**src/ttuv_pkg.sv**
```systemverilog
// ----------------------------------------------------------------------------
// ttuv_pkg - shared types and constants for the triangle tangent block
// Widths of the fixed-point corner data, edge deltas, wide products and
// the saturation limits of the Q16.16 tangent.
// ----------------------------------------------------------------------------
package ttuv_pkg;

  localparam int IDX_W   = 16;              // vertex index
  localparam int COORD_W = 32;              // Q16.16 coordinate
  localparam int DELTA_W = COORD_W + 1;     // exact difference of two coordinates
  localparam int PROD_W  = 2 * DELTA_W;     // exact product of two deltas
  localparam int WIDE_W  = PROD_W + 1;      // difference of two products
  localparam int QUO_W   = 32;              // tangent component
  localparam int FRAC_W  = 16;              // fraction bits, 1.0 = 2^FRAC_W

  localparam int IN_DATA_W  = IDX_W + 5 * COORD_W;
  localparam int OUT_DATA_W = 3 * QUO_W + 3 * IDX_W;

  localparam logic [QUO_W-1:0] SAT_POS = {1'b0, {(QUO_W-1){1'b1}}};
  localparam logic [QUO_W-1:0] SAT_NEG = {1'b1, {(QUO_W-1){1'b0}}};

  typedef logic [IDX_W-1:0]          idx_t;
  typedef logic signed [COORD_W-1:0] coord_t;
  typedef logic signed [DELTA_W-1:0] delta_t;
  typedef logic signed [PROD_W-1:0]  prod_t;
  typedef logic signed [WIDE_W-1:0]  wide_t;
  typedef logic [QUO_W-1:0]          quo_t;

  // handshake between the sequencer and the divider
  typedef struct packed {
    logic start;
  } div_req_t;

  typedef struct packed {
    logic busy;
    logic done;
  } div_sts_t;

endpackage

```
**src/ttuv_mul.sv**
```systemverilog
// ----------------------------------------------------------------------------
// ttuv_mul - shared signed delta multiplier
// Multiplies two exact 33-bit deltas and registers the 66-bit product.
// ----------------------------------------------------------------------------
module ttuv_mul import ttuv_pkg::*; (
  input  logic   clk,
  input  delta_t a,
  input  delta_t b,
  output prod_t  prod
);

  prod_t prod_r;

  always_ff @(posedge clk) begin
    prod_r <= a * b;
  end

  assign prod = prod_r;

endmodule

```
**config.mk**
```make
export PLATFORM = sky130hd
export DESIGN_NAME = ttuv_mul
export DESIGN_NICKNAME = d
export VERILOG_FILES = /design/src/ttuv_pkg.sv /design/src/ttuv_mul.sv
export SDC_FILE = /design/constraint.sdc
export NUM_CORES = 2
export LEC_CHECK = 0
export BUFFER_PORTS_ARGS = -buffer_cell sky130_fd_sc_hd__buf_2
export CAP_MARGIN = 30
export CORE_ASPECT_RATIO = 1.2
export CORE_MARGIN = 2
export CORE_UTILIZATION = 65
export DETAILED_ROUTE_END_ITERATION = 6
export GPL_TIMING_DRIVEN = 1
export HOLD_SLACK_MARGIN = 0.06
export PLACE_DENSITY = 0.83
export SETUP_SLACK_MARGIN = 0.5
export SLEW_MARGIN = 15
export SYNTH_ARGS = -nofsm -noshare
export SYNTH_HDL_FRONTEND = slang
export SYNTH_SLANG_ARGS = --single-unit
```
**constraint.sdc**
```tcl
create_clock -name clk -period 16.2 [get_ports clk]
set_input_delay 3.24 -clock clk [delete_from_list [all_inputs] [get_ports clk]]
set_output_delay 3.24 -clock clk [all_outputs]
set_load 0.01 [all_outputs]
```
==> results.txt <==
Status: finished clean
Die area: 64700 um^2
Rows: 100
Number of post-CTS setup repair buffers: 0
Buffers on Ports: 132
Most frequent cells in the layout: 1145 x fa_1, 1131 x inv_1, 562 x and2_1
Synth cell types: 80
Post-synthesis register bit count: 66
WS Path Type: in2reg
Period Utilization, post-route: 0.680
TritonCTS buffer count: 9
Max FFs per register: 66
Fraction of registers with async set/reset: 0
Ys flop type: dfxtp_1
Clk root buf: clkbuf_16
Hold EP: prod[0]$_DFF_P_
Routability cong.: 1.01
First drt pass iteration count: 6
Global-route wire length before repair: 175000 um
Final Hold Vio Count: 0
Core area: 62100 um^2
Hold WS: 3.42 ns
Worst hold path depth: 2
Place WS: 4.88 ns
Achievable Freq: 90.8 MHz
CP max FO: 33
Setup TNS: 0 ns
Chip width: 233 um
Via/cell ratio: 5.78
Layout Nets: 5699
Clk slew on worst S/H paths: 0.08 ns
Drt drc: 0
Via count: 29466
CP Data Required Time: 16.43 ns
Register area share after synthesis: 0.0324
Congestion Overflow GR: 0
Vias in the first global route: 32976
Num ports: 133
Hold_sp: b[0]
Share of cells above drive strength 1: 0.0456
Largest net degree at the start of global routing: 34
Setup ws final: 5.18 ns
WL per Instance: 21.4 um
CP Launch Type: input port
Critical Path Start: b[9]
CTS tree: built
PostCTS Resize Cnt: 0
Yosys synthesis warning count: 0
Die Span Y: 278 um
Unrepaired setup endpoints after global routing: no
Routed Wire Length: 109000 um
Initial antenna violation count: 4
Hold buffers post-CTS: 0
Hold crit path type: in2reg
Final slew viol count: 0
Post-Syn Instances: 4338
Final setup vio count: 0
CTS HTree Levels: 3
Worst Setup End Kind: flip-flop
Slew HR: 0.354
Commonest non-fill, non-tap cell in the layout: fa_1
Minimum clock period: 11.02 ns
Synth Cell Area: 40700 um^2
Area growth syn-to-layout: 3.11%
Worst endpoint data arrival time: 11.24 ns
Post-Syn Area per Cell: 9.39 um^2
CTS sink count: 66
Synth Net Count: 5767
Initial drt markers: 1839
Starting density of the core: 0.656
MaxCap Viol Count: 0
Gr usage total: 0.360
DP HPWL: 90500 um
Least-Margin Pin Slew: 0.968 ns
Detail Route Antenna Nets: 0
Post-synth EDFFs: 0
Clock Tree Buf Depth: 2
-- Yosys cell counts (3+ instances only) --
cell      count  area (um^2)
a211o_1       6         52.6
a211oi_1      7         52.6
a211oi_2      3         37.5
a21o_1       36          270
a21oi_1      57          285
a21oi_2       3         26.3
a31oi_1       8         50.1
and2_1      562         3520
and3_1        5         31.3
and4_1        5         43.8
buf_2        11         55.1
clkbuf_1    208          781
dfxtp_1      66         1320
fa_1       1145        22900
ha_1        217         2720
inv_1      1131         4250
nand2_1     551         2070
nand2b_1     12         75.1
nand3_1      25          125
nand4_1      11         68.8
nor2_1       68          255
nor2b_1       5         31.3
nor3_1        7         35.0
o211ai_1      4         30.0
o21a_1        6         45.0
o21ai_0      25          125
o21ai_1       6         30.0
o21bai_1     11         82.6
o31ai_4       3         63.8
or2_2         3         18.8
or3_1         3         18.8
xnor2_1      43          377
xor2_1       25          219
-- cells by family after synthesis --
family | synth area share
buffers and inverters | 0.125
XOR/XNOR | 0.0146
AND/OR/NAND/NOR | 0.158
adder cells (fa/ha/maj) | 0.629
flip-flops | 0.0324
AO/OA/AOI/OAI | 0.0407
-- per-layer routing --
layer	global-route usage	vias to the layer above	wire length, um
li1	-	12184	-
met1	0.383	15224	32900
met2	0.609	1468	55800
met3	0.0524	588	6890
met4	0.342	2	13200
met5	0	-	18
-- layout make-up --
type / count / area [um^2]
inverters: 1131 / 4250
diodes: 4 / 10.0
flip-flops and latches: 66 / 1320
fillers: 4669 / 20100
repair buffers: 142 / 763
well taps: 816 / 1020
clock buffers: 9 / 225
multi-input cells: 2920 / 34300
clock inverters: 7 / 100
-- worst max-delay path by stage --
stage	to	slack [ns]	cells past startpoint
after floorplan	prod[62]$_DFF_P_	5.72	23
after global placement	prod[62]$_DFF_P_	5.03	22
after detailed placement	prod[58]$_DFF_P_	4.88	22
after CTS	prod[62]$_DFF_P_	5.26	21
after global routing	prod[62]$_DFF_P_	4.79	21
final	prod[62]$_DFF_P_	5.18	21
-- worst max-delay path, stage by stage --
cell and delay (ns):
buf_2 0.67, nand2_1 0.30, fa_1 0.70, fa_1 0.44, fa_1 0.57, inv_1 0.08, fa_1 1.15, fa_1 0.58
fa_1 0.50, fa_1 0.49, inv_1 0.07, fa_1 0.48, inv_1 0.04, ha_1 0.42, a21o_1 0.24, a21o_1 0.18
a21oi_1 0.23, nor2b_1 0.09, o21ai_0 0.21, nor4b_1 0.39, a211oi_2 0.12
-- stage by stage --
stage	area, um^2	utilization	cells
floorplan	40700	-	4338
global placement	41600	0.671	5073
detailed placement	41700	0.671	5075
CTS	42000	0.677	5091
global route	42000	0.677	5093
finish	42000	0.677	5095
Power is left out: the tool's default activity adds up to more than one toggle a clock period on the data nets, which glitch-free logic cannot reach.
